[config.mk]
export PLATFORM = sky130hd
export DESIGN_NAME = base64_stream_encoder
export DESIGN_NICKNAME = d
export VERILOG_FILES = /design/src/design/b64e_pkg.sv /design/src/design/base64_stream_encoder.sv /design/src/design/b64e_front.sv /design/src/design/b64e_queue.sv /design/src/design/b64e_back.sv
export SDC_FILE = /design/constraint.sdc
export NUM_CORES = 1
export LEC_CHECK = 0
export BUFFER_PORTS_ARGS = -buffer_cell sky130_fd_sc_hd__buf_2
export CORE_MARGIN = 2
export CORE_UTILIZATION = 50
export CTS_CLUSTER_DIAMETER = 30
export CTS_CLUSTER_SIZE = 16
export DETAILED_ROUTE_END_ITERATION = 12
export HOLD_SLACK_MARGIN = 0.06
export PLACE_DENSITY_LB_ADDON = 0.2
export SYNTH_ARGS = -nofsm -noshare
export SYNTH_HDL_FRONTEND = slang
export SYNTH_HIERARCHICAL = 1
export SYNTH_SLANG_ARGS = --single-unit
[constraint.sdc]
create_clock -name clk_i -period 8 [get_ports clk_i]
set_input_delay 0.4 -clock clk_i [delete_from_list [all_inputs] [get_ports clk_i]]
set_output_delay 0.4 -clock clk_i [all_outputs]
set_load 0.1 [all_outputs]
[src/design/b64e_pkg.sv]
// Shared types, constants and the character mapping of the base64 stream encoder.
package b64e_pkg;

  // Group position codes for the front classifier
  localparam logic [1:0] PHASE_FIRST  = 2'd0;
  localparam logic [1:0] PHASE_SECOND = 2'd1;
  localparam logic [1:0] PHASE_THIRD  = 2'd2;

  // Symbol: top bit marks a pad, low six bits hold a sextet
  localparam int unsigned SYM_W = 7;
  localparam logic [SYM_W-1:0] SYM_PAD = 7'h40;

  localparam logic [7:0] CHAR_PAD = 8'h3D;

  // Queue between classifier and emitter
  localparam int unsigned QUEUE_DEPTH = 2;
  localparam int unsigned QPTR_W      = $clog2(QUEUE_DEPTH);
  localparam int unsigned QCNT_W      = $clog2(QUEUE_DEPTH + 1);

  typedef logic [SYM_W-1:0] sym_t;

  // One classified input word: up to four symbols to emit
  typedef struct packed {
    sym_t [3:0] syms;      // syms[0] goes out first
    logic [1:0] last_idx;  // index of the final symbol of this word
    logic       fin;       // word closes the message
  } job_t;

  // Queue status seen by the front side
  typedef struct packed {
    logic push;
    logic full;
  } q_wr_t;

  // Queue status seen by the back side
  typedef struct packed {
    logic pop;
    logic empty;
  } q_rd_t;

  // Map a symbol onto the standard alphabet, or the pad character
  function automatic logic [7:0] sym_to_char(input sym_t s);
    logic [7:0] v;
    logic [7:0] c;
    v = {2'b00, s[5:0]};
    if (s[6]) begin
      c = CHAR_PAD;
    end else if (v < 8'd26) begin
      c = v + 8'd65;
    end else if (v < 8'd52) begin
      c = v + 8'd71;
    end else if (v < 8'd62) begin
      c = v - 8'd4;
    end else if (v == 8'd62) begin
      c = 8'h2B;
    end else begin
      c = 8'h2F;
    end
    return c;
  endfunction

endpackage

[src/design/base64_stream_encoder.sv]
// Each byte's characters pass through the queue and then the output register.
// Throughput: one character per cycle while the output is not stalled; a byte makes
// one or two characters mid-stream (up to four on the last byte), so the byte rate is
// set by the single-character output port. A two-word queue decouples input.
// Reset: asynchronous, active low; clears group position, queue and output valid.
// Top level of the streaming base64 encoder.
module base64_stream_encoder (
  input  logic       clk_i,
  input  logic       rst_ni,
  input  logic       in_valid_i,
  output logic       in_stall_o,
  input  logic [7:0] data_byte_i,
  input  logic       is_final_i,
  output logic       out_valid_o,
  input  logic       out_stall_i,
  output logic [7:0] out_char_o,
  output logic       end_of_run_o,
  output logic       end_of_message_o
);

  b64e_pkg::q_wr_t q_wr;
  b64e_pkg::q_rd_t q_rd;
  b64e_pkg::job_t  job, head;
  logic            q_full, pop;

  b64e_front u_front (
    .clk_i       (clk_i),
    .rst_ni      (rst_ni),
    .in_valid_i  (in_valid_i),
    .in_stall_o  (in_stall_o),
    .data_byte_i (data_byte_i),
    .is_final_i  (is_final_i),
    .q_full_i    (q_full),
    .q_wr_o      (q_wr),
    .job_o       (job)
  );

  b64e_queue u_queue (
    .clk_i  (clk_i),
    .rst_ni (rst_ni),
    .wr_i   (q_wr),
    .job_i  (job),
    .full_o (q_full),
    .pop_i  (pop),
    .rd_o   (q_rd),
    .head_o (head)
  );

  b64e_back u_back (
    .clk_i            (clk_i),
    .rst_ni           (rst_ni),
    .rd_i             (q_rd),
    .head_i           (head),
    .pop_o            (pop),
    .out_valid_o      (out_valid_o),
    .out_stall_i      (out_stall_i),
    .out_char_o       (out_char_o),
    .end_of_run_o     (end_of_run_o),
    .end_of_message_o (end_of_message_o)
  );

endmodule

[src/design/b64e_front.sv]
// Front classifier: accepts bytes, tracks the group position and builds symbol words.
module b64e_front (
  input  logic             clk_i,
  input  logic             rst_ni,
  input  logic             in_valid_i,
  output logic             in_stall_o,
  input  logic [7:0]       data_byte_i,
  input  logic             is_final_i,
  input  logic             q_full_i,
  output b64e_pkg::q_wr_t  q_wr_o,
  output b64e_pkg::job_t   job_o
);

  logic [1:0] phase_q, phase_d;
  logic [3:0] left_q, left_d;
  logic       accept;

  assign in_stall_o = q_full_i;
  assign accept     = in_valid_i && !q_full_i;

  assign q_wr_o.push = accept;
  assign q_wr_o.full = q_full_i;

  // Split the byte against the carried bits
  always_comb begin
    job_o.syms     = '{default: b64e_pkg::SYM_PAD};
    job_o.last_idx = 2'd0;
    job_o.fin      = is_final_i;
    phase_d        = phase_q;
    left_d         = left_q;
    unique case (phase_q)
      b64e_pkg::PHASE_SECOND: begin
        job_o.syms[0] = {1'b0, left_q[1:0], data_byte_i[7:4]};
        left_d        = data_byte_i[3:0];
        phase_d       = b64e_pkg::PHASE_THIRD;
        if (is_final_i) begin
          job_o.syms[1]  = {1'b0, data_byte_i[3:0], 2'b00};
          job_o.last_idx = 2'd2;
        end
      end
      b64e_pkg::PHASE_THIRD: begin
        job_o.syms[0]  = {1'b0, left_q, data_byte_i[7:6]};
        job_o.syms[1]  = {1'b0, data_byte_i[5:0]};
        job_o.last_idx = 2'd1;
        left_d         = 4'd0;
        phase_d        = b64e_pkg::PHASE_FIRST;
      end
      default: begin
        job_o.syms[0] = {1'b0, data_byte_i[7:2]};
        left_d        = {2'b00, data_byte_i[1:0]};
        phase_d       = b64e_pkg::PHASE_SECOND;
        if (is_final_i) begin
          job_o.syms[1]  = {1'b0, data_byte_i[1:0], 4'b0000};
          job_o.last_idx = 2'd3;
        end
      end
    endcase
    // Restart the group after the last byte
    if (is_final_i) begin
      phase_d = b64e_pkg::PHASE_FIRST;
      left_d  = 4'd0;
    end
  end

  // Advance group state on each accepted word
  always_ff @(posedge clk_i or negedge rst_ni) begin
    if (!rst_ni) begin
      phase_q <= b64e_pkg::PHASE_FIRST;
      left_q  <= 4'd0;
    end else if (accept) begin
      phase_q <= phase_d;
      left_q  <= left_d;
    end
  end

endmodule

[src/design/b64e_queue.sv]
// Short register queue of symbol words between the classifier and the emitter.
module b64e_queue (
  input  logic            clk_i,
  input  logic            rst_ni,
  input  b64e_pkg::q_wr_t wr_i,
  input  b64e_pkg::job_t  job_i,
  output logic            full_o,
  input  logic            pop_i,
  output b64e_pkg::q_rd_t rd_o,
  output b64e_pkg::job_t  head_o
);

  b64e_pkg::job_t                 entry_q [b64e_pkg::QUEUE_DEPTH];
  logic [b64e_pkg::QPTR_W-1:0]    wr_ptr_q, rd_ptr_q;
  logic [b64e_pkg::QCNT_W-1:0]    cnt_q, cnt_d;
  logic                           do_push, do_pop;

  assign full_o    = (cnt_q == b64e_pkg::QCNT_W'(b64e_pkg::QUEUE_DEPTH));
  assign rd_o.empty = (cnt_q == '0);
  assign rd_o.pop   = do_pop;
  assign head_o    = entry_q[rd_ptr_q];

  assign do_push = wr_i.push && !full_o;
  assign do_pop  = pop_i && !rd_o.empty;

  always_comb begin
    cnt_d = cnt_q;
    if (do_push && !do_pop) begin
      cnt_d = cnt_q + 1'b1;
    end else if (do_pop && !do_push) begin
      cnt_d = cnt_q - 1'b1;
    end
  end

  // Advance pointers and count
  always_ff @(posedge clk_i or negedge rst_ni) begin
    if (!rst_ni) begin
      wr_ptr_q <= '0;
      rd_ptr_q <= '0;
      cnt_q    <= '0;
    end else begin
      cnt_q <= cnt_d;
      if (do_push) begin
        wr_ptr_q <= wr_ptr_q + 1'b1;
      end
      if (do_pop) begin
        rd_ptr_q <= rd_ptr_q + 1'b1;
      end
    end
  end

  // Hold stored words
  always_ff @(posedge clk_i) begin
    if (do_push) begin
      entry_q[wr_ptr_q] <= job_i;
    end
  end

endmodule

[src/design/b64e_back.sv]
// Back emitter: walks the head word symbol by symbol into the output register.
module b64e_back (
  input  logic            clk_i,
  input  logic            rst_ni,
  input  b64e_pkg::q_rd_t rd_i,
  input  b64e_pkg::job_t  head_i,
  output logic            pop_o,
  output logic            out_valid_o,
  input  logic            out_stall_i,
  output logic [7:0]      out_char_o,
  output logic            end_of_run_o,
  output logic            end_of_message_o
);

  logic [1:0] idx_q;
  logic       valid_q;
  logic [7:0] char_q;
  logic       eor_q, eom_q;
  logic       load, is_last;

  assign load    = (!valid_q || !out_stall_i) && !rd_i.empty;
  assign is_last = (idx_q == head_i.last_idx);
  assign pop_o   = load && is_last;

  assign out_valid_o      = valid_q;
  assign out_char_o       = char_q;
  assign end_of_run_o     = eor_q;
  assign end_of_message_o = eom_q;

  // Step through symbols and drop the valid once taken
  always_ff @(posedge clk_i or negedge rst_ni) begin
    if (!rst_ni) begin
      idx_q   <= 2'd0;
      valid_q <= 1'b0;
    end else begin
      if (load) begin
        valid_q <= 1'b1;
        idx_q   <= is_last ? 2'd0 : idx_q + 2'd1;
      end else if (!out_stall_i) begin
        valid_q <= 1'b0;
      end
    end
  end

  // Load the output word
  always_ff @(posedge clk_i) begin
    if (load) begin
      char_q <= b64e_pkg::sym_to_char(head_i.syms[idx_q]);
      eor_q  <= is_last;
      eom_q  <= is_last && head_i.fin;
    end
  end

endmodule

# After elaboration in Yosys (flattened, before gate mapping)
# Memory sizes are Yosys's and may differ from the RTL's.
# Index checks and enable logic that the tools add are counted.
[totals]
wordCells = 68
n_memories = 1
output_inout_bits = 12
ram_bits = 34
reg_bits = 23
[mem_list]
columns = ["name", "words", "word_bits", "rd", "rd_ports_with_merged_regs", "write_ports", "line_no", "text"]
rows = [
  ["u_queue.entry_q", 2, 17, 1, 0, 1, "b64e_queue.sv:13", "b64e_pkg::job_t entry_q [b64e_pkg::QUEUE_DEPTH];"],
]
[op_classes]
n_lt_le_gt_ge = 4
reduce_logical = 17
n_eq_ne = 6
addsub = 8
muxes = 22
[ops]
columns = ["operator", "count"]
rows = [
  ["$pmux W16 S2", 1],
  ["$mux W8", 3],
  ["$mux W7", 3],
  ["$add A6 B7 Y8 const B", 2],
  ["$bmux W7 S2", 1],
  ["$lt A6 B6 Y1 const B", 2],
  ["$mux W2", 6],
  ["$logic_and A1 B1 Y1", 8],
  ["$pmux W4 S2", 1],
  ["$sub A6 B3 Y7 const B", 1],
  ["$eq A6 B6 Y1 const B", 1],
  ["$logic_not A1 Y1", 6],
  ["$lt A6 B5 Y1 const B", 1],
  ["$add A2 B1 Y2 const B", 2],
  ["$eq A2 B2 Y1 const B", 2],
  ["$mux W1", 4],
  ["$mux W4", 1],
  ["$pmux W2 S2", 1],
  ["$lt A2 B3 Y1 const B", 1],
  ["$mux W3", 1],
  ["$add A1 B1 Y1 const B", 2],
  ["$eq A2 B1 Y1 const B", 1],
  ["$eq A2 B2 Y1", 1],
  ["$logic_not A2 Y1", 1],
  ["other kinds (4)", 4],
]

# Depth between registers and ports, before layout
[depth]
depth_word = 8
depth_mapped = 11
depth_no_buf = 10

# Cells and area by module
# The synthesis kept the hierarchy.
[modules_own_cells]
columns = ["module", "n_inst", "cells_each", "area_per_inst_um2"]
rows = [
  ["b64e_queue", 1, 118, 2607.5],
  ["b64e_back", 1, 94, 1091.0],
  ["b64e_front", 1, 89, 716.9],
]

# Worst setup path after synthesis
# OpenSTA, ideal clock, no wires.
[synth_path]
kind = "register to register"
start = "register u_queue.rd_ptr_q"
end = "register u_back.char_q[5] (netlist: u_back/out_char_o[5]), data pin"
required_time_ns = 7.850
slack_ns = 5.045
stages_incl_launch_ff = 11
synth_period_minus_slack_ns = 2.955
t_arrival_ns = 2.806
cell_sequence = "dfrtp_1 buf_6 buf_12 mux2_4 mux4_2 buf_2 ha_1 or2_2 o211ai_4 or4b_1 o211ai_2"
[synth_between]
elab_chain_cells = 7
[synth_lines]
columns = ["element", "line_no", "text"]
rows = [
  ["from (decl)", "b64e_queue.sv:14", "logic [b64e_pkg::QPTR_W-1:0] wr_ptr_q, rd_ptr_q;"],
  ["from (signal assigned)", "b64e_queue.sv:47", "rd_ptr_q <= rd_ptr_q + 1'b1;"],
  ["$mem_v2 Z2 W17 *", "--", ""],
  ["$bmux W7 S2 *", "b64e_back.sv:48", "char_q <= b64e_pkg::sym_to_char(head_i.syms[idx_q]);"],
  ["$mux W7 (not written as such) *", "b64e_back.sv:48", ""],
  ["$sub A6 B3 Y7 or $lt A6 B6 Y1 (tied branches)", "b64e_pkg.sv:53, b64e_pkg.sv:52", ""],
  ["$mux W8", "b64e_pkg.sv:52", "end else if (v < 8'd62) begin"],
  ["$mux W8", "b64e_pkg.sv:50", "end else if (v < 8'd52) begin"],
  ["$mux W8", "b64e_pkg.sv:48", "end else if (v < 8'd26) begin"],
  ["to (signal assigned)", "b64e_back.sv:48", ""],
  ["to (decl)", "b64e_back.sv:17", "logic [7:0] char_q;"],
]
# Mark *: on every way between the ends. The rest lies on a longest branch, timed or not. The select of a mux whose other input is x is not followed.
# A chain may end at the register's enable or synchronous reset.

# Worst setup path after layout
# Ends and elaborated chain as after synthesis.

==> impl_results.md <==
* Status: completed
* Core area at 8640 um2
* Htree depth at 3
* Req. time, crit path at 8200 ps
* Worst R2R Path Depth at 7
* Cell area after synthesis at 4400 um2
* Initial detailed-routing violation count at 119
* Initial Util at 50.9%
* Max_slew headroom at 24.5%
* Max Fanout on Critical Path at 32
* WL/cell at 16.7 um
* Slew @ Worst Pin at 1130 ps
* Synthesized instance count at 298
* Vias per inst at 5.44
* DP Wirelength at 4850 um
* Vias in the first global route at 2346
* Final ANT Viol Nets at 0
* Peak per-stage delay on the critical path at 1020 ps
* Synth warnings at 6
* RSZ-0062 raised after global routing: no
* Slew Viols, Final at 0
* Initial antenna violation count at 0
* # IOs at 25
* Final setup vio count at 0
* CTS tree: yes
* Clock Tree Buf Depth at 2
* Clk_lat worst skew at 350 ps
* Reg clk slew, reported paths at 80 ps
* R2r startpoint: u_queue/rd_ptr_q$_DFFE_PN0P_
* Minimum clock period after layout at 3550 ps
* Max-Cap Viols at 0
* Critical-path top delay cell: dfrtp_2
* Post_cts resized at 0
* R2R Path End: u_back/out_char_o[5]$_SDFFCE_PP1P_
* Die width at 97.8 um
* DRC at 0
* ANT cells at 0
* P&R area growth vs syn at 6.26%
* GPL Wtd Cong at 0.904
* Root Driver: clkbuf_8
* # rows at 34
* F_max at 0.282 GHz
* Arrival time worst endpoint at 3750 ps
* Critical Path Start: u_queue/rd_ptr_q$_DFFE_PN0P_
* CTS sink cnt at 85
* Buf/Inv on CP at 0
* Syn Area/Cell at 14.8 um2
* Startpoint Class: flip-flop
* Post-route setup TNS at 0 ps
* Cell breakdown of the critical path: mux2_4, mux4_2, ha_1, or2_2, o211ai_4, or4b_1, o211ai_2
* Hold path depth at 3
* Min-delay src: out_stall_i
* Die area at 9560 um2
* Setup Skew at 8.32 ps
* Port Buffer Count at 24
* Final Cycle Share at 44.4%
* CTS Buf Count at 9
* WL final at 7190 um
* Hold Path End: u_back/out_valid_o$_DFFE_PN0P_
* Total congestion overflow at 0
* Final Hold Vio Count at 0
* Crit-path leading delay family: flip-flops
* GRT Resource Usage Total at 16.2%
* Crit. End Element: flip-flop
* R2R Setup Slk at 4450 ps
* Cell depth of the worst setup path at 7
* First-pass GRT wire length at 11800 um
* Largest net degree at the start of global routing at 33
* Fin nets at 339
* Worst Setup Path Type: flip-flop to flip-flop
* Ratio of cells with drive above 1 in the final layout at 27.6%
* Die span in y at 97.8 um
* Hold Path Class: input pin to flip-flop
* 1st-pass router iterations at 4
* Via count at 2340
-- layout make-up --
| class | instances | area, um2 |
|---|---|---|
| clock buffer | 13 | 149 |
| clock inverter | 3 | 68.8 |
| fill | 747 | 3960 |
| inverter | 13 | 48.8 |
| multi-input combinational | 181 | 1640 |
| sequential | 85 | 2490 |
| tap | 108 | 135 |
| timing repair buffer | 27 | 145 |
-- state kept, by name, summed over array words and instances, names as in the netlist --
signal,flops
u_queue/entry_q,62
u_back/out_char_o,8
u_front/left_q,4
u_back/idx_q,2
u_front/phase_q,2
u_queue/cnt_q,2
u_back/end_of_message_o,1
u_back/end_of_run_o,1
u_back/out_valid_o,1
u_queue/rd_ptr_q,1
u_queue/wr_ptr_q,1
-- routing by layer --
layer | GRT usage, % | up-vias | wire length [um]
li1 | - | 1133 | -
met1 | 20.7 | 1134 | 3160
met2 | 26.4 | 62 | 3560
met3 | 4.08 | 11 | 340
met4 | 7.16 | 0 | 131
met5 | 0 | - | 0
-- worst max-delay path by stage --
stage / to / slack (ps)
floorplan: u_back/out_char_o[5]$_SDFFCE_PP1P_ / 5040
global placement: u_back/out_char_o[5]$_SDFFCE_PP1P_ / 4530
detailed placement: u_back/out_char_o[5]$_SDFFCE_PP1P_ / 4440
CTS: u_back/out_char_o[5]$_SDFFCE_PP1P_ / 4420
global route: u_back/out_char_o[5]$_SDFFCE_PP1P_ / 4310
finish: u_back/out_char_o[5]$_SDFFCE_PP1P_ / 4450
-- layout by cell type (no fill, tap or decap), types with 5 or more instances in the layout --
cell and instances:
mux4_2 6, ha_1 9, conb_1 15, nor2_1 6, and3_1 5, nand2_1 13, a22oi_1 6, xnor2_1 7
clkbuf_8 10, nand3_1 8, inv_1 12, o2bb2ai_1 5, mux2_4 29, edfxtp_1 72, buf_2 24, nand3b_1 6
dfrtp_1 12, o21ai_1 9
-- worst reg2reg max path: stages, from the launching register on --
cell	delay (ps)
dfrtp_2	1020
mux2_4	370
mux4_2	600
ha_1	340
or2_2	360
o211ai_4	110
or4b_1	500
o211ai_2	90
-- through the flow --
step	instance area [um2]	instances	util [%]	hold slack, ps	worst slack [ps]
6_report	4670	430	54.1	264	4450
5_1_grt	4670	430	54.1	274	4310
4_1_cts	4670	430	54.1	245	4420
3_5_place_dp	4440	413	51.5	321	4440
3_3_place_gp	4440	413	51.5	315	4530
2_1_floorplan	4450	311	-	104	5040
-- what timing repair did --
action | CTS | global route
hold buffers | 1 | 0
buffers inserted | 0 | 0
hold endpoints to repair | 13 | 0
Power is not shown: default switching activity piles up to over one toggle a cycle in this logic, so the estimate is an artifact.
